`config.mk`:
```
export PLATFORM = sky130hd
export DESIGN_NAME = pwm_controller_registers_top_flat
export DESIGN_NICKNAME = d
export VERILOG_FILES = /design/src/pwmc_pkg.sv /design/src/pwmc_if.sv /design/src/pwmc_front.sv /design/src/pwmc_queue.sv /design/src/pwmc_back.sv /design/src/pwm_controller_registers_top.sv /design/src/flat_wrapper.sv
export SDC_FILE = /design/constraint.sdc
export NUM_CORES = 1
export LEC_CHECK = 0
export ABC_AREA = 1
export BUFFER_PORTS_ARGS = -buffer_cell sky130_fd_sc_hd__clkbuf_2
export CORE_UTILIZATION = 55
export CTS_BUF_LIST = sky130_fd_sc_hd__clkbuf_4
export DETAILED_ROUTE_END_ITERATION = 6
export HOLD_SLACK_MARGIN = 0.1
export MAX_ROUTING_LAYER = met4
export PLACE_DENSITY = 0.71
export SLEW_MARGIN = 5
export SYNTH_ARGS = -nofsm -noshare
export SYNTH_HDL_FRONTEND = slang
export SYNTH_SLANG_ARGS = --single-unit
```
`constraint.sdc`:
```
create_clock -name clk_i -period 6.3 [get_ports clk_i]
set_input_delay 0.945 -clock clk_i [delete_from_list [all_inputs] [get_ports clk_i]]
set_output_delay 0.945 -clock clk_i [all_outputs]
set_load 0.1 [all_outputs]
```
`src/pwmc_pkg.sv`:
```
`timescale 1ns / 1ps
// ----------------------------------------------------------------------------
// pwmc_pkg
// Shared types and constants of the register-mapped PWM controller.
// ----------------------------------------------------------------------------
package pwmc_pkg;

  // Operation codes on the request channel
  localparam logic [1:0] OP_WRITE = 2'd0;
  localparam logic [1:0] OP_READ  = 2'd1;
  localparam logic [1:0] OP_TICK  = 2'd2;

  // Register map
  localparam logic [7:0] MODE_ADDR       = 8'h00;
  localparam logic [7:0] CHAN_BASE       = 8'h06;
  localparam logic [7:0] PRESCALE_ADDR   = 8'hFE;
  localparam int         SLEEP_BIT       = 4;
  localparam int         RESTART_BIT     = 7;
  localparam logic [7:0] MODE_STORE_MASK = 8'h7F;
  localparam logic [7:0] PRESCALE_RESET  = 8'd30;

  // Widths of the fixed result and command slot fields
  localparam int PWM_BITS  = 16;
  localparam int SLOT_BITS = 5;

  // Command queue between front and back
  localparam int QUEUE_DEPTH = 2;

  typedef enum logic [2:0] {
    CMD_NOP,
    CMD_WR_MODE,
    CMD_WR_PRESCALE,
    CMD_WR_CHAN,
    CMD_RD_MODE,
    CMD_RD_PRESCALE,
    CMD_RD_CHAN,
    CMD_TICK
  } cmd_e;

  typedef struct packed {
    cmd_e                 kind;
    logic [SLOT_BITS-1:0] slot;
    logic                 sub;
    logic [7:0]           data;
  } cmd_t;

  typedef struct packed {
    logic full;
    logic empty;
  } queue_stat_t;

endpackage

```
`src/pwmc_if.sv`:
```
`timescale 1ns / 1ps
// ----------------------------------------------------------------------------
// pwmc_if
// Request and response channels of the PWM controller (valid/ready).
// ----------------------------------------------------------------------------
interface pwmc_req_if;
  logic       valid;
  logic       ready;
  logic [1:0] operation;
  logic [7:0] reg_address;
  logic [7:0] write_data;

  modport source (output valid, output operation, output reg_address,
                  output write_data, input ready);
  modport sink   (input valid, input operation, input reg_address,
                  input write_data, output ready);
endinterface

interface pwmc_rsp_if;
  logic        valid;
  logic        ready;
  logic [7:0]  read_data;
  logic [15:0] pwm_outputs;

  modport source (output valid, output read_data, output pwm_outputs, input ready);
  modport sink   (input valid, input read_data, input pwm_outputs, output ready);
endinterface

```
`src/pwmc_front.sv`:
```
`timescale 1ns / 1ps
// ----------------------------------------------------------------------------
// pwmc_front
// Accept requests and decode them into register commands.
// ----------------------------------------------------------------------------
module pwmc_front #(
  parameter int CHANNELS = 16
) (
  pwmc_req_if.sink              req_i,
  input  pwmc_pkg::queue_stat_t stat_i,
  output logic                  push_o,
  output pwmc_pkg::cmd_t        cmd_o
);
  import pwmc_pkg::*;

  localparam logic [8:0] CHAN_LIMIT = 9'(4 * CHANNELS);

  logic [7:0] rel;
  logic       in_chan;

  assign req_i.ready = !stat_i.full;
  assign push_o      = req_i.valid && !stat_i.full;

  always_comb begin
    rel     = req_i.reg_address - CHAN_BASE;
    in_chan = (req_i.reg_address >= CHAN_BASE) && ({1'b0, rel} < CHAN_LIMIT);

    cmd_o.slot = {rel[5:2], rel[1]};
    cmd_o.sub  = rel[0];
    cmd_o.data = req_i.write_data;
    cmd_o.kind = CMD_NOP;

    unique case (req_i.operation)
      OP_WRITE: begin
        if (req_i.reg_address == MODE_ADDR) begin
          cmd_o.kind = CMD_WR_MODE;
        end else if (req_i.reg_address == PRESCALE_ADDR) begin
          cmd_o.kind = CMD_WR_PRESCALE;
        end else if (in_chan) begin
          cmd_o.kind = CMD_WR_CHAN;
        end
      end
      OP_READ: begin
        if (req_i.reg_address == MODE_ADDR) begin
          cmd_o.kind = CMD_RD_MODE;
        end else if (req_i.reg_address == PRESCALE_ADDR) begin
          cmd_o.kind = CMD_RD_PRESCALE;
        end else if (in_chan) begin
          cmd_o.kind = CMD_RD_CHAN;
        end
      end
      OP_TICK: cmd_o.kind = CMD_TICK;
      default: cmd_o.kind = CMD_NOP;
    endcase
  end

endmodule

```
`src/pwmc_queue.sv`:
```
`timescale 1ns / 1ps
// ----------------------------------------------------------------------------
// pwmc_queue
// Short command FIFO between the decode front and the execute back.
// ----------------------------------------------------------------------------
module pwmc_queue (
  input  logic                  clk_i,
  input  logic                  rst_ni,
  input  logic                  push_i,
  input  pwmc_pkg::cmd_t        cmd_i,
  input  logic                  pop_i,
  output pwmc_pkg::cmd_t        head_o,
  output pwmc_pkg::queue_stat_t stat_o
);
  import pwmc_pkg::*;

  localparam int PTR_W = (QUEUE_DEPTH > 1) ? $clog2(QUEUE_DEPTH) : 1;
  localparam int CNT_W = $clog2(QUEUE_DEPTH + 1);
  localparam logic [PTR_W-1:0] LAST_PTR = PTR_W'(QUEUE_DEPTH - 1);

  cmd_t             slots_q [QUEUE_DEPTH];
  logic [PTR_W-1:0] wr_ptr_q, wr_ptr_d;
  logic [PTR_W-1:0] rd_ptr_q, rd_ptr_d;
  logic [CNT_W-1:0] count_q, count_d;

  assign head_o       = slots_q[rd_ptr_q];
  assign stat_o.full  = (count_q == CNT_W'(QUEUE_DEPTH));
  assign stat_o.empty = (count_q == '0);

  always_comb begin
    wr_ptr_d = wr_ptr_q;
    rd_ptr_d = rd_ptr_q;
    count_d  = count_q;
    if (push_i) begin
      wr_ptr_d = (wr_ptr_q == LAST_PTR) ? '0 : wr_ptr_q + 1'b1;
    end
    if (pop_i) begin
      rd_ptr_d = (rd_ptr_q == LAST_PTR) ? '0 : rd_ptr_q + 1'b1;
    end
    case ({push_i, pop_i})
      2'b10:   count_d = count_q + 1'b1;
      2'b01:   count_d = count_q - 1'b1;
      default: count_d = count_q;
    endcase
  end

  always_ff @(posedge clk_i or negedge rst_ni) begin
    if (!rst_ni) begin
      wr_ptr_q <= '0;
      rd_ptr_q <= '0;
      count_q  <= '0;
    end else begin
      wr_ptr_q <= wr_ptr_d;
      rd_ptr_q <= rd_ptr_d;
      count_q  <= count_d;
    end
  end

  // Hold stored commands; write the incoming one at the tail
  always_ff @(posedge clk_i) begin
    if (push_i) begin
      slots_q[wr_ptr_q] <= cmd_i;
    end
  end

`ifndef ASSERT_OFF
  a_count_bound: assert property (@(posedge clk_i) disable iff (!rst_ni)
    count_q <= CNT_W'(QUEUE_DEPTH))
    else $error("queue count above depth");
  a_no_overflow: assert property (@(posedge clk_i) disable iff (!rst_ni)
    push_i |-> !stat_o.full)
    else $error("push into full queue");
  a_no_underflow: assert property (@(posedge clk_i) disable iff (!rst_ni)
    pop_i |-> !stat_o.empty)
    else $error("pop from empty queue");
`endif

endmodule

```
`src/pwmc_back.sv`:
```
`timescale 1ns / 1ps
// ----------------------------------------------------------------------------
// pwmc_back
// Execute register commands and ticks, compare channels, register results.
// ----------------------------------------------------------------------------
module pwmc_back #(
  parameter int CHANNELS   = 16,
  parameter int COUNT_BITS = 12
) (
  input  logic                  clk_i,
  input  logic                  rst_ni,
  input  pwmc_pkg::cmd_t        head_i,
  input  pwmc_pkg::queue_stat_t stat_i,
  output logic                  pop_o,
  pwmc_rsp_if.source            rsp_o
);
  import pwmc_pkg::*;

  localparam int ENTRIES = 2 * CHANNELS;
  localparam int SLOT_W  = (ENTRIES > 1) ? $clog2(ENTRIES) : 1;
  localparam logic [7:0] HIGH_MASK = 8'((1 << (COUNT_BITS - 8)) - 1);

  logic [COUNT_BITS-1:0] counts_q [ENTRIES];
  logic [7:0]            mode_q, mode_d;
  logic [7:0]            prescale_q, prescale_d;
  logic [7:0]            div_q, div_d;
  logic [COUNT_BITS-1:0] period_q, period_d;

  logic                  rsp_valid_q;
  logic [7:0]            rsp_rd_q, rsp_rd_d;
  logic [PWM_BITS-1:0]   rsp_pwm_q, rsp_pwm_d;

  logic [SLOT_W-1:0]     idx;
  logic [15:0]           cur16;
  logic [COUNT_BITS-1:0] wval;
  logic                  wr_chan;
  logic                  asleep;

  assign pop_o  = !stat_i.empty && (!rsp_valid_q || rsp_o.ready);
  assign idx    = head_i.slot[SLOT_W-1:0];
  assign cur16  = 16'(counts_q[idx]);
  assign asleep = mode_q[SLEEP_BIT];
  assign wval   = head_i.sub ? COUNT_BITS'({head_i.data & HIGH_MASK, cur16[7:0]})
                             : COUNT_BITS'({cur16[15:8], head_i.data});

  always_comb begin
    mode_d     = mode_q;
    prescale_d = prescale_q;
    div_d      = div_q;
    period_d   = period_q;
    rsp_rd_d   = '0;
    wr_chan    = 1'b0;
    if (pop_o) begin
      unique case (head_i.kind)
        CMD_WR_MODE: begin
          if (head_i.data[RESTART_BIT]) begin
            div_d    = '0;
            period_d = '0;
          end
          mode_d = head_i.data & MODE_STORE_MASK;
        end
        CMD_WR_PRESCALE: begin
          if (asleep) begin
            prescale_d = head_i.data;
          end
        end
        CMD_WR_CHAN:     wr_chan  = 1'b1;
        CMD_RD_MODE:     rsp_rd_d = mode_q;
        CMD_RD_PRESCALE: rsp_rd_d = prescale_q;
        CMD_RD_CHAN:     rsp_rd_d = head_i.sub ? cur16[15:8] : cur16[7:0];
        CMD_TICK: begin
          if (!asleep) begin
            if (div_q >= prescale_q) begin
              div_d    = '0;
              period_d = period_q + 1'b1;
            end else begin
              div_d = div_q + 1'b1;
            end
          end
        end
        CMD_NOP: ;
      endcase
    end
  end

  // Compare every channel against the updated period, with this command's write
  always_comb begin
    logic [COUNT_BITS-1:0] on_v;
    logic [COUNT_BITS-1:0] off_v;
    rsp_pwm_d = '0;
    for (int n = 0; n < CHANNELS; n++) begin
      on_v  = (wr_chan && idx == SLOT_W'(2 * n))     ? wval : counts_q[2 * n];
      off_v = (wr_chan && idx == SLOT_W'(2 * n + 1)) ? wval : counts_q[2 * n + 1];
      rsp_pwm_d[n] = (period_d >= on_v) && (period_d < off_v);
    end
  end

  always_ff @(posedge clk_i or negedge rst_ni) begin
    if (!rst_ni) begin
      mode_q      <= '0;
      prescale_q  <= PRESCALE_RESET;
      div_q       <= '0;
      period_q    <= '0;
      rsp_valid_q <= 1'b0;
      for (int e = 0; e < ENTRIES; e++) begin
        counts_q[e] <= '0;
      end
    end else begin
      mode_q     <= mode_d;
      prescale_q <= prescale_d;
      div_q      <= div_d;
      period_q   <= period_d;
      if (wr_chan) begin
        counts_q[idx] <= wval;
      end
      if (pop_o) begin
        rsp_valid_q <= 1'b1;
      end else if (rsp_o.ready) begin
        rsp_valid_q <= 1'b0;
      end
    end
  end

  // Load the result slot on every executed command
  always_ff @(posedge clk_i) begin
    if (pop_o) begin
      rsp_rd_q  <= rsp_rd_d;
      rsp_pwm_q <= rsp_pwm_d;
    end
  end

  assign rsp_o.valid       = rsp_valid_q;
  assign rsp_o.read_data   = rsp_rd_q;
  assign rsp_o.pwm_outputs = rsp_pwm_q;

`ifndef ASSERT_OFF
  a_period_idle: assert property (@(posedge clk_i) disable iff (!rst_ni)
    !pop_o |=> $stable(period_q))
    else $error("period counter moved without a command");
  a_prescale_awake: assert property (@(posedge clk_i) disable iff (!rst_ni)
    !asleep |=> $stable(prescale_q))
    else $error("prescale changed while awake");
  a_rd_zero: assert property (@(posedge clk_i) disable iff (!rst_ni)
    pop_o && !(head_i.kind == CMD_RD_MODE || head_i.kind == CMD_RD_PRESCALE ||
               head_i.kind == CMD_RD_CHAN) |=> rsp_rd_q == '0)
    else $error("read data on a non-read command");
  a_unused_lanes: assert property (@(posedge clk_i) disable iff (!rst_ni)
    rsp_valid_q |-> (32'(rsp_pwm_q) >> CHANNELS) == '0)
    else $error("output bit set above channel count");
`endif

endmodule

```
`src/pwm_controller_registers_top.sv`:
```
`timescale 1ns / 1ps
// A request is queued; the back end pops it and registers its response.
// Throughput: one request per cycle, sustained; the back end executes one command
//   per cycle whenever the response register is free or being drained.
// A stalled response holds; the two-entry command queue takes two more requests.
// Reset (rst_ni, async, active low): mode 0, prescale 30, all channel counts 0,
//   divider and period 0, queue and response slot empty. No clearing pass.
// ----------------------------------------------------------------------------
// pwm_controller_registers_top
// Register-mapped multi-channel PWM controller with byte register access.
// ----------------------------------------------------------------------------
module pwm_controller_registers_top #(
  parameter int CHANNELS   = 16,
  parameter int COUNT_BITS = 12
) (
  input  logic       clk_i,
  input  logic       rst_ni,
  pwmc_req_if.sink   req_i,
  pwmc_rsp_if.source rsp_o
);
  import pwmc_pkg::*;

  // Front to queue
  logic        push;
  cmd_t        cmd;
  // Queue to back
  logic        pop;
  cmd_t        head;
  queue_stat_t stat;

  // Decode: classify each transfer into a command (mode, prescale, channel
  // byte, tick, or no-op for unmapped addresses and the unused operation).
  pwmc_front #(
    .CHANNELS (CHANNELS)
  ) u_front (
    .req_i  (req_i),
    .stat_i (stat),
    .push_o (push),
    .cmd_o  (cmd)
  );

  // Buffer decoded commands so decode and execute stall independently.
  pwmc_queue u_queue (
    .clk_i  (clk_i),
    .rst_ni (rst_ni),
    .push_i (push),
    .cmd_i  (cmd),
    .pop_i  (pop),
    .head_o (head),
    .stat_o (stat)
  );

  // Execute: own the register file, the prescale divider and the period
  // counter; every command produces one response carrying read data and the
  // channel levels after the update.
  pwmc_back #(
    .CHANNELS   (CHANNELS),
    .COUNT_BITS (COUNT_BITS)
  ) u_back (
    .clk_i  (clk_i),
    .rst_ni (rst_ni),
    .head_i (head),
    .stat_i (stat),
    .pop_o  (pop),
    .rsp_o  (rsp_o)
  );

endmodule
```
`src/flat_wrapper.sv`:
```
// flat-port wrapper written by rule: the top's interface ports become plain ports
module pwm_controller_registers_top_flat import pwmc_pkg::*;
#(
  parameter int CHANNELS   = 16,
  parameter int COUNT_BITS = 12
)
  (clk_i, rst_ni, req_i_valid, req_i_operation, req_i_reg_address, req_i_write_data, req_i_ready, rsp_o_valid, rsp_o_read_data, rsp_o_pwm_outputs, rsp_o_ready);
  pwmc_req_if req_i_i ();
  pwmc_rsp_if rsp_o_i ();
  input  logic clk_i;
  input  logic rst_ni;
  input wire logic [$bits(req_i_i.valid)-1:0] req_i_valid;
  input wire logic [$bits(req_i_i.operation)-1:0] req_i_operation;
  input wire logic [$bits(req_i_i.reg_address)-1:0] req_i_reg_address;
  input wire logic [$bits(req_i_i.write_data)-1:0] req_i_write_data;
  output wire logic [$bits(req_i_i.ready)-1:0] req_i_ready;
  output wire logic [$bits(rsp_o_i.valid)-1:0] rsp_o_valid;
  output wire logic [$bits(rsp_o_i.read_data)-1:0] rsp_o_read_data;
  output wire logic [$bits(rsp_o_i.pwm_outputs)-1:0] rsp_o_pwm_outputs;
  input wire logic [$bits(rsp_o_i.ready)-1:0] rsp_o_ready;
  assign req_i_i.valid = req_i_valid;
  assign req_i_i.operation = req_i_operation;
  assign req_i_i.reg_address = req_i_reg_address;
  assign req_i_i.write_data = req_i_write_data;
  assign req_i_ready = req_i_i.ready;
  assign rsp_o_valid = rsp_o_i.valid;
  assign rsp_o_read_data = rsp_o_i.read_data;
  assign rsp_o_pwm_outputs = rsp_o_i.pwm_outputs;
  assign rsp_o_i.ready = rsp_o_ready;
  pwm_controller_registers_top #(.CHANNELS(CHANNELS), .COUNT_BITS(COUNT_BITS)) u_core (.clk_i(clk_i), .rst_ni(rst_ni), .req_i(req_i_i), .rsp_o(rsp_o_i));
endmodule
```
## Yosys cells after proc, flatten, opt, wreduce, memory -nomap -nowiden

Memory sizes are Yosys's and may differ from the RTL's.
Index checks and enable logic that the tools add are counted.
Widths: inputs -> output; s select.

- Register bits: 448
- Memory bits (writable): 34
- Output and inout port bits: 26
- Memories: 1
- Bits of input ports: 22

- Multiplexer cells: 66
- $lt $le $gt $ge: 37
- Equal/unequal tests: 46
- Add/subtract/negate cells: 7
- Reductions and logical operators: 66
- Bitwise gates (word level): 1

Memories:

| name | words | width | rd ports | clocked after memory_dff | wr ports | line | RTL |
|---|---|---|---|---|---|---|---|
| u_core.u_queue.slots_q | 2 | 17 | 1 | 0 | 1 | pwmc_queue.sv:21 | `cmd_t slots_q [QUEUE_DEPTH];` |

Operator list:

| operator | count |
|---|---|
| $mux 12 | 40 |
| $bwmux 384 | 1 |
| $ge 12x12->1 | 16 |
| $lt 12x12->1 | 16 |
| $eq 5x5->1 const B | 16 |
| $bmux 12 s5 | 1 |
| $demux 12 s5 | 1 |
| $logic_and 1x1->1 | 52 |
| $eq 5x4->1 const B | 8 |
| $mux 8 | 4 |
| $pmux 12 s2 | 1 |
| $pmux 8 s3 | 1 |
| $eq 5x3->1 const B | 4 |
| $pmux 8 s2 | 1 |
| $add 12x1->12 const B | 1 |
| $eq 3x3->1 const B | 4 |
| $eq 5x2->1 const B | 2 |
| $mux 3 | 3 |
| $pmux 3 s3 | 1 |
| $add 8x1->8 const B | 1 |
| $eq 8x8->1 const B | 1 |
| $ge 8x3->1 const B | 1 |
| $ge 8x8->1 | 1 |
| $logic_not 8->1 | 1 |
| 25 further kinds | 45 |

## Logic depth before layout (Yosys ltp)

Gate-level depths: netlist of the first run.
An unclocked memory read counts as a cell.

- Depth in word-level cells: 9
- Gate-level depth with buffers: 31

## Modules after synthesis

From an unflattened synthesis of the first run, not the netlist that was laid out.

- Cell total of the unflattened synthesis: 4406
- Area, all modules: 33823.7 um^2

By module, submodules not included:

| module | cells each | times used | area each (um^2) |
|---|---|---|---|
| pwmc_back | 4225 | 1 | 31919.4 |
| pwmc_queue | 113 | 1 | 1547.7 |
| pwmc_front | 68 | 1 | 356.6 |

## Worst setup path before layout of the first run

OpenSTA, ideal clock, no wires.

- Path kind: reg-to-reg
- From: reg u_core.u_back.rsp_valid_q, in the netlist u_core.u_back.rsp_o.valid
- To: reg u_core.u_back.rsp_pwm_q[11], in the netlist u_core.u_back.rsp_o.pwm_outputs[11], data pin
- Data arrival time: 5.341 ns
- Slack: 0.703 ns
- Library setup time: 0.256 ns
- Clock period less this slack: 5.597 ns
- Data required time: 6.044 ns
- Buffers on the path: 0
- Stages on the path, launching flop included: 18
- Cell sequence: dfrtp_1 nand2_1 o21ai_4 nor2_4 nor2_4 inv_2 o21ai_0 ha_1 a21boi_0 o21a_1 o21a_1 o21ai_0 and2_1 o21ai_0 a21boi_0 nor2_1 nand2_1 a21oi_1

RTL lines:

| what | line | RTL |
|---|---|---|
| start: declaration | pwmc_back.sv:29 | `logic rsp_valid_q;` |
| start signal: assignment | pwmc_back.sv:104 | `rsp_valid_q <= 1'b0;` |
| start signal: assignment | pwmc_back.sv:117 | `rsp_valid_q <= 1'b1;` |
| start signal: assignment | pwmc_back.sv:119 | `rsp_valid_q <= 1'b0;` |
| $logic_not 1->1 (*) | pwmc_back.sv:39 | `assign pop_o = !stat_i.empty && (!rsp_valid_q \|\| rsp_o.ready);` |
| $logic_or 1x1->1 (*) | pwmc_back.sv:39 |  |
| $logic_and 1x1->1 (*) | pwmc_back.sv:39 |  |
| $mux 12 (*) | pwmc_back.sv:53 | `if (pop_o) begin` |
| via u_core.u_back.period_d[1] | pwmc_back.sv:27 | `logic [COUNT_BITS-1:0] period_q, period_d;` |
| $ge 12x12->1 or $lt 12x12->1 (tied branches) | pwmc_back.sv:94 | `rsp_pwm_d[n] = (period_d >= on_v) && (period_d < off_v);` |
| $logic_and 1x1->1 (*) | pwmc_back.sv:94 |  |
| via u_core.u_back.rsp_pwm_d[11] | pwmc_back.sv:31 | `logic [PWM_BITS-1:0] rsp_pwm_q, rsp_pwm_d;` |
| end signal: assignment | pwmc_back.sv:128 | `rsp_pwm_q <= rsp_pwm_d;` |
| end: declaration | pwmc_back.sv:31 |  |

Mark *: on every way through the listed nets, which the timed path passes. The rest lies on a longest branch.
A chain may end at the register's enable or synchronous reset.

## Worst setup path in the final report of the first run

- From: reg u_core.u_queue.rd_ptr_q
- To: reg u_core.u_back.rsp_pwm_q[11], in the netlist u_core.u_back.rsp_o.pwm_outputs[11], data pin

- Word-level cells in the longest chain between the ends: 9

RTL lines:

| what | line | RTL |
|---|---|---|
| start: declaration | pwmc_queue.sv:23 | `logic [PTR_W-1:0] rd_ptr_q, rd_ptr_d;` |
| start signal: assignment | pwmc_queue.sv:54 | `rd_ptr_q <= rd_ptr_d;` |
| $mem_v2 2x17 (*) | -- |  |
| $not 5->6 (not written as such) | pwmc_back.sv:41 | `assign cur16 = 16'(counts_q[idx]);` |
| $bmux 12 s5 | pwmc_back.sv:41 |  |
| $mux 12 (not written as such) (2 in series) | pwmc_back.sv:41 |  |
| $mux 12 | pwmc_back.sv:43 | `assign wval = head_i.sub ? COUNT_BITS'({head_i.data & HIGH_MASK, cur16[7:0]})` |
| $mux 12 (on tied branches) | pwmc_back.sv:92, pwmc_back.sv:93 |  |
| $ge 12x12->1 or $lt 12x12->1 (tied branches) | pwmc_back.sv:94 |  |
| $logic_and 1x1->1 (*) | pwmc_back.sv:94 |  |
| via u_core.u_back.rsp_pwm_d[11] | pwmc_back.sv:31 |  |

Mark *: on every way through the listed nets, which the timed path passes. The rest lies on a longest branch. The select of a mux whose other input is x is not followed.

==> results of run 1 <==
==> cells by family after synthesis <==
kind of cell	after synthesis	synth area share [%]
fa+ha+maj	364	13.6
simple gates	1845	26.1
buf+inv	851	10.6
flops	482	36.9
compound gates	687	12.5
xor+xnor	8	0.209
==> worst reg2reg max path: cells and delay by family (launching register included) <==
| family | cells | cell delay (ps) |
|---|---|---|
| AO/OA/AOI/OAI | 11 | 1870 |
| adder cells (fa/ha/maj) | 1 | 280 |
| buffers and inverters | 5 | 1640 |
| flip-flops | 1 | 360 |
| AND/OR/NAND/NOR | 8 | 1380 |
==> what timing repair did <==
| action | CTS | global route |
|---|---|---|
| endpoints found under the hold margin | 101 | 0 |
| hold buffers | 10 | 0 |
| setup endpoints to repair | 0 | 0 |
==> cell type report <==
type	count	area, sq um	share of cell area, %
multi-input combinational	2904	17700	48.5
sequential	482	12400	33.8
inverter	675	2530	6.94
clock buffer	202	1520	4.15
timing repair buffer	139	1070	2.94
tap	782	978	2.68
clock inverter	41	320	0.877
antenna	5	12.5	0.0343
==> worst min-delay path by stage <==
stage,startpoint,endpoint,cells after the start
after floorplan,u_core.u_back.div_q[7],u_core.u_back.div_q[7],1
after global placement,u_core.u_back.div_q[7],u_core.u_back.div_q[7],1
after detailed placement,u_core.u_back.div_q[7],u_core.u_back.div_q[7],1
after CTS,req_i_valid,u_core.u_queue.wr_ptr_q,3
after global routing,req_i_valid,u_core.u_queue.wr_ptr_q,3
final,req_i_valid,u_core.u_queue.wr_ptr_q,3
==> placed cells by master (no fill, tap or decap), types with 9 or more instances in the layout <==
| cell type | Yosys | final |
|---|---|---|
| o21ai_2 | 21 | 19 |
| inv_1 | 630 | 630 |
| o211ai_1 | 9 | 9 |
| nor3_1 | 11 | 11 |
| clkbuf_2 | 2 | 46 |
| nor2_1 | 123 | 123 |
| a21oi_1 | 130 | 129 |
| nand2_1 | 862 | 860 |
| and2_1 | 18 | 18 |
| ha_1 | 364 | 364 |
| a22oi_1 | 23 | 23 |
| edfxtp_1 | 58 | 58 |
| or2_2 | 279 | 279 |
| a21o_1 | 15 | 15 |
| dfrtp_1 | 420 | 420 |
| o22ai_1 | 114 | 113 |
| inv_2 | 45 | 45 |
| o21a_1 | 21 | 20 |
| o221ai_1 | 24 | 24 |
| nor2_4 | 13 | 13 |
| nand2_2 | 22 | 22 |
| dlygate4sd3_1 | 0 | 10 |
| a211oi_1 | 22 | 22 |
| o21ai_4 | 2 | 9 |
| clkbuf_4 | 1 | 202 |
| nor2_2 | 21 | 21 |
| a31oi_1 | 21 | 21 |
| buf_4 | 39 | 73 |
| o21ai_1 | 73 | 73 |
| a221oi_1 | 11 | 11 |
| o21ai_0 | 171 | 166 |
| nand3_1 | 411 | 411 |
| clkinv_1 | 0 | 27 |
| buf_12 | 0 | 9 |
| nand4_1 | 45 | 45 |
==> through the flow <==
stage	hold slack, ps	std cells	utilization [%]	power (uW)
after floorplan	437	4237	-	13200
after global placement	467	4972	57.4	17300
after detailed placement	463	4972	57.4	17400
after CTS	116	5225	60.6	20700
after global routing	188	5230	60.6	22300
final	183	5230	60.6	21000
==> per-layer routing <==
metal	vias to the layer above	global-route usage [%]	wire length, um
li1	14279	-	-
met1	14446	49.8	46500
met2	1695	55.5	48900
met3	349	9.78	13100
met4	0	19.6	5610
met5	-	-	0
==> state kept, by name, summed over array words and instances (netlist names) <==
register                         count
u_core.u_back.rsp_o.pwm_outputs     16
u_core.u_back.div_q                  8
u_core.u_back.rsp_o.read_data        8
u_core.u_back.prescale_q             8
u_core.u_back.counts_q             384
u_core.u_back.rsp_o.valid            1
u_core.u_queue.count_q               2
u_core.u_back.period_q              12
u_core.u_back.mode_q                 7
u_core.u_queue.slots_q              34
u_core.u_queue.wr_ptr_q              1
u_core.u_queue.rd_ptr_q              1
==> power breakdown <==
part           switching, uW  total (uW)  internal (uW)
Combinational           9240       13100           3820
Clock                   1500        3180           1680
Sequential               556        4800           4240
Total                  11300       21000           9740
==> impl_metrics.ini, run 1 <==
[hold_path]
hold_class = input pin to flop

[routing]
drt-total-wl_mm = 114
wl_per_cell_um = 21.8
ant_nets = 0
drtIter0Drc = 3415
num_vias = 30769
drc = 0
viasPerCell = 5.88
drt_pass1_iterations = 6

[critical_path]
critPathCapture = u_core.u_back.rsp_o.pwm_outputs[11]
crit_buf_inv = 5
startpoint = u_core.u_queue.rd_ptr_q
ff2ff_path_depth = 25
cp_top_family = compound AO/OA/AOI/OAI gates
ff2ff_setup_slack_ps = 520
r2r-end = u_core.u_back.rsp_o.pwm_outputs[11]
cpMaxStageDelayCell = nand2_2
crit_arrival_ps = 6570
critPathRequiredTime_ps = 7090
critPathMaxStageDelay_ps = 540
path_depth = 25
startpoint_type = flop
cp-end-kind = flop
crit_type = flop to flop
r2r-start = u_core.u_queue.rd_ptr_q
worst_path_most_repeated_cell = buf_4
crit_path_max_fanout = 20

[placed_design]
gp_congestion = 1.05
pre_cts_slack_ps = 697
dp_hpwl_mm = 76.5
dpl-instance-area_sq_um = 34600
port_buffers = 47

[power_and_ir_drop]
peakVddDrop_uv = 471
power_leakage_uw = 0.0207
p_per_area_nw_per_um2 = 576

[timing]
max_slew_margin_pct = 21.5
rsz0062_at_grt = false
timing.final.crit_share_pct = 91.8
tightest_slew_ps = 1170
hold_violations = 0
period_needed_ps = 5780
fin_ws_ps = 517
fmax_mhz = 173
finalSetupViolations = 0
fin_setup_tns_ps = 0
fin_worst_skew_ps = 70.0
finalMaxSlewViolations = 0

[clocking]
cts_root_buf = clkbuf_4
path_clk_slew_ps = 60
ctsResizeCount = 0
post_cts_buffers = 0
cts_buffers = 141
clockBufferDepth = 3
cts_tree = yes
clock_latency_ps = 1050
htree_levels = 4
clkSinkCount = 482

[global_route]
grt_use_total_pct = 38.4
grt_pass1_wl_mm = 175
grt_pass1_vias = 29664
grt.overflow.total = 0
antenna_found_initial = 4
grt_max_degree = 158

[yosys]
async_flop_share_pct = 88.0
yosysUniqueCellTypes = 61
yosysTopAreaCell = dfrtp_1
synth_area_leaders = dfrtp_1 (31%), ha_1 (14%), nand2_1 (9.7%)
yosys.area.top_type_share_pct = 31.4
synthCells = 4237
avgSynthCellArea_sq_um = 7.90
ys.flop_type = dfrtp_1
synth.most_common_cell = nand2_1
syn_area_sq_um = 33500
synth_fp_nets = 4623
ys_ff_latch = 482
synth_seq_area_share_pct = 36.9
synth_edf_count = 58
synth.top_cells.by_count = nand2_1 (862), inv_1 (630), dfrtp_1 (420)
yosys_warnings = 0

[flow_run]
maxCapViolCount = 0

[floorplanning]
fp.dieH_um = 249
rows = 90
core-area_sq_um = 60200
start_util_pct = 55.6
die_area_sq_um = 61900
ios = 48
die_w_um = 249

[run_status]
outcome = finished clean

[cells_and_area]
finalInstanceArea_sq_um = 36500
area_delta_synth_final_pct = 9.08
drive_gt1_share_pct = 17.8
finalNetCount = 4729
fill_cells = 5478
Note: power is estimated with default switching activity, not from simulation.
==> run 2: changes to the inputs <==
--- a/config.mk
+++ b/config.mk
@@ -9,3 +9,3 @@
 export BUFFER_PORTS_ARGS = -buffer_cell sky130_fd_sc_hd__clkbuf_2
-export CORE_UTILIZATION = 55
+export CORE_UTILIZATION = 40
 export CTS_BUF_LIST = sky130_fd_sc_hd__clkbuf_4
@@ -14,3 +14,2 @@
 export MAX_ROUTING_LAYER = met4
-export PLACE_DENSITY = 0.71
 export SLEW_MARGIN = 5
--- a/constraint.sdc
+++ b/constraint.sdc
@@ -3,2 +3,2 @@
 set_output_delay 0.945 -clock clk_i [all_outputs]
-set_load 0.1 [all_outputs]
+set_load 0.02 [all_outputs]
==> run 2 against run 1 <==
Maximum frequency rose by 0.93%. Utilization shrank 16 points. Routed wire length up 6.3%. Design area up 1.2%. Critical endpoint is now u_core.u_back.rsp_o.pwm_outputs[3].
==> impl_metrics.ini, run 2 (synthesis gave the netlist of run 1 again) <==
[floorplanning]
rows = 105
core-area_sq_um = 82500
die_w_um = 291
ios = 48
start_util_pct = 40.6
fp.dieH_um = 291
die_area_sq_um = 84900

[cells_and_area]
largest-register = u_core.u_back.counts_q
multi_input_comb_area_sq_um = 17700
seq_area_sq_um = 12400
fill_cells = 8384
finalNetCount = 4753
largest_reg_flops = 384
drive_gt1_share_pct = 18.3
final_util_pct = 44.8
layout_common_cells = nand2_1 (861), inv_1 (630), dfrtp_1 (420), nand3_1 (411), ha_1 (364)
area_delta_synth_final_pct = 10.4
final_common_cell = nand2_1

[global_route]
grt_max_degree = 110
grt_use_total_pct = 29.5
antenna_found_initial = 5
grt.overflow.total = 0
grt_pass1_vias = 28964
grt_pass1_wl_mm = 182

[critical_path]
critPathRequiredTime_ps = 7190
crit_type = flop to flop
cp-end-kind = flop
crit_path_max_fanout = 40
startpoint_type = flop
crit_arrival_ps = 6620

[run_status]
outcome = finished clean

[routing]
drtIter0Drc = 2917
drc = 0
drt_pass1_iterations = 6
met1_length_mm = 52.7
ant_nets = 0
drt-total-wl_mm = 121
wl_per_cell_um = 21.9
maxUsedRoutingLayer = met4
num_vias = 30402
dr_wl_met3_mm = 10.2
viasPerCell = 5.49
dr_wl_met2_mm = 53.4

[power_and_ir_drop]
p_per_area_nw_per_um2 = 560
finalPower_uw = 20700
power_leakage_uw = 0.0208
peakVddDrop_uv = 372

[timing]
tightest_slew_ps = 1230
fin_ws_ps = 570
fmax_mhz = 175
timing.final.crit_share_pct = 90.9
period_needed_ps = 5730
fin_setup_tns_ps = 0
rsz0062_at_grt = false
finalSetupViolations = 0
hold_violations = 0
fin_worst_skew_ps = 79.4
finalMaxSlewViolations = 0
max_slew_margin_pct = 18.1

[clocking]
clockBufferDepth = 3
htree_levels = 4
clkSinkCount = 482
cts_tree = yes
clock_latency_ps = 1060
path_clk_slew_ps = 60
cts_buffers = 145
ctsResizeCount = 0
cts_root_buf = clkbuf_4

[flow_run]
maxCapViolCount = 0

[placed_design]
dp_hpwl_mm = 82.9
port_buffers = 47
pre_cts_slack_ps = 684
gp_congestion = 1.03

[hold_path]
hold_class = input pin to flop
## run 2: cell types whose count changed in the layout (fill, tap and decap cells not counted), sizes merged
cell,before,now
clkinv,30,24
dlygate4sd3,10,11
clkinvlp,5,4
bufinv,5,1
buf,83,102
diode,5,8
inv,676,679
clkbuf,248,254
## run 2: through the flow
stage	std cells	area, sq um	hold WS, ps
after global routing	5539	37000	232
after global placement	5279	35100	465
final	5539	37000	237
after CTS	5531	36900	171
after floorplan	4237	33500	437
after detailed placement	5279	35100	473
## run 2: report_power, final
part,total [uW],leakage (uW),internal (uW),switching [uW]
clock network,3080,0.00104,1560,1530
registers,4830,0.00587,4240,587
logic,12800,0.0138,3900,8880
## run 2: timing repair
action | CTS | global route
setup buffers | 0 | 0
hold buffers | 11 | 0
endpoints found under the hold margin | 65 | 0
## run 2: area by class of cell
type,instances,area share [%]
multi-input combinational,2904,47.9
clock buffer,208,4.22
timing repair buffer,159,3.32
inverter,675,6.85
tap,1070,3.62
sequential,482,33.4
antenna,8,0.0542
clock inverter,33,0.558
## run 2: final timing paths
check | startpoint | endpoint | slack [ps] | cells past startpoint
setup / recovery | u_core.u_queue.rd_ptr_q | u_core.u_back.rsp_o.pwm_outputs[3] | 570 | 25
hold / removal | rsp_o_ready | u_core.u_back.rsp_o.valid | 240 | 4
setup reg to reg | u_core.u_queue.rd_ptr_q | u_core.u_back.rsp_o.pwm_outputs[3] | 570 | 25
hold reg to reg | u_core.u_back.div_q[7] | u_core.u_back.div_q[7] | 490 | 1
max in group asynchronous | rst_ni | u_core.u_back.counts_q[159] | 4490 | 3
min in group asynchronous | rst_ni | u_core.u_back.counts_q[15] | 450 | 2
## run 2: layer usage
| layer | vias to the layer above | GRT usage [%] |
|---|---|---|
| met3 | 305 | 4.99 |
| li1 | 14317 | - |
| met1 | 14453 | 39.2 |
| met4 | 0 | 12.4 |
| met5 | - | - |
| met2 | 1327 | 44.2 |
## run 2: worst max-delay path, stage by stage, from the launching register on
cell and delay (ps):
dfrtp_1 630, inv_2 260, nand2_2 110, nand2_2 240, nand2_4 590, buf_4 390, o22ai_1 100, o21ai_0 480
nand3_1 150, o22ai_1 170, buf_4 140, nand2_1 80, o21ai_4 390, buf_4 350, o21ai_1 110, ha_1 280
inv_1 30, o21bai_1 130, a21oi_1 90, o21ai_0 180, a31oi_1 120, o21ai_0 180, o211ai_1 110, inv_1 70
nand2_1 50, nor2_1 90
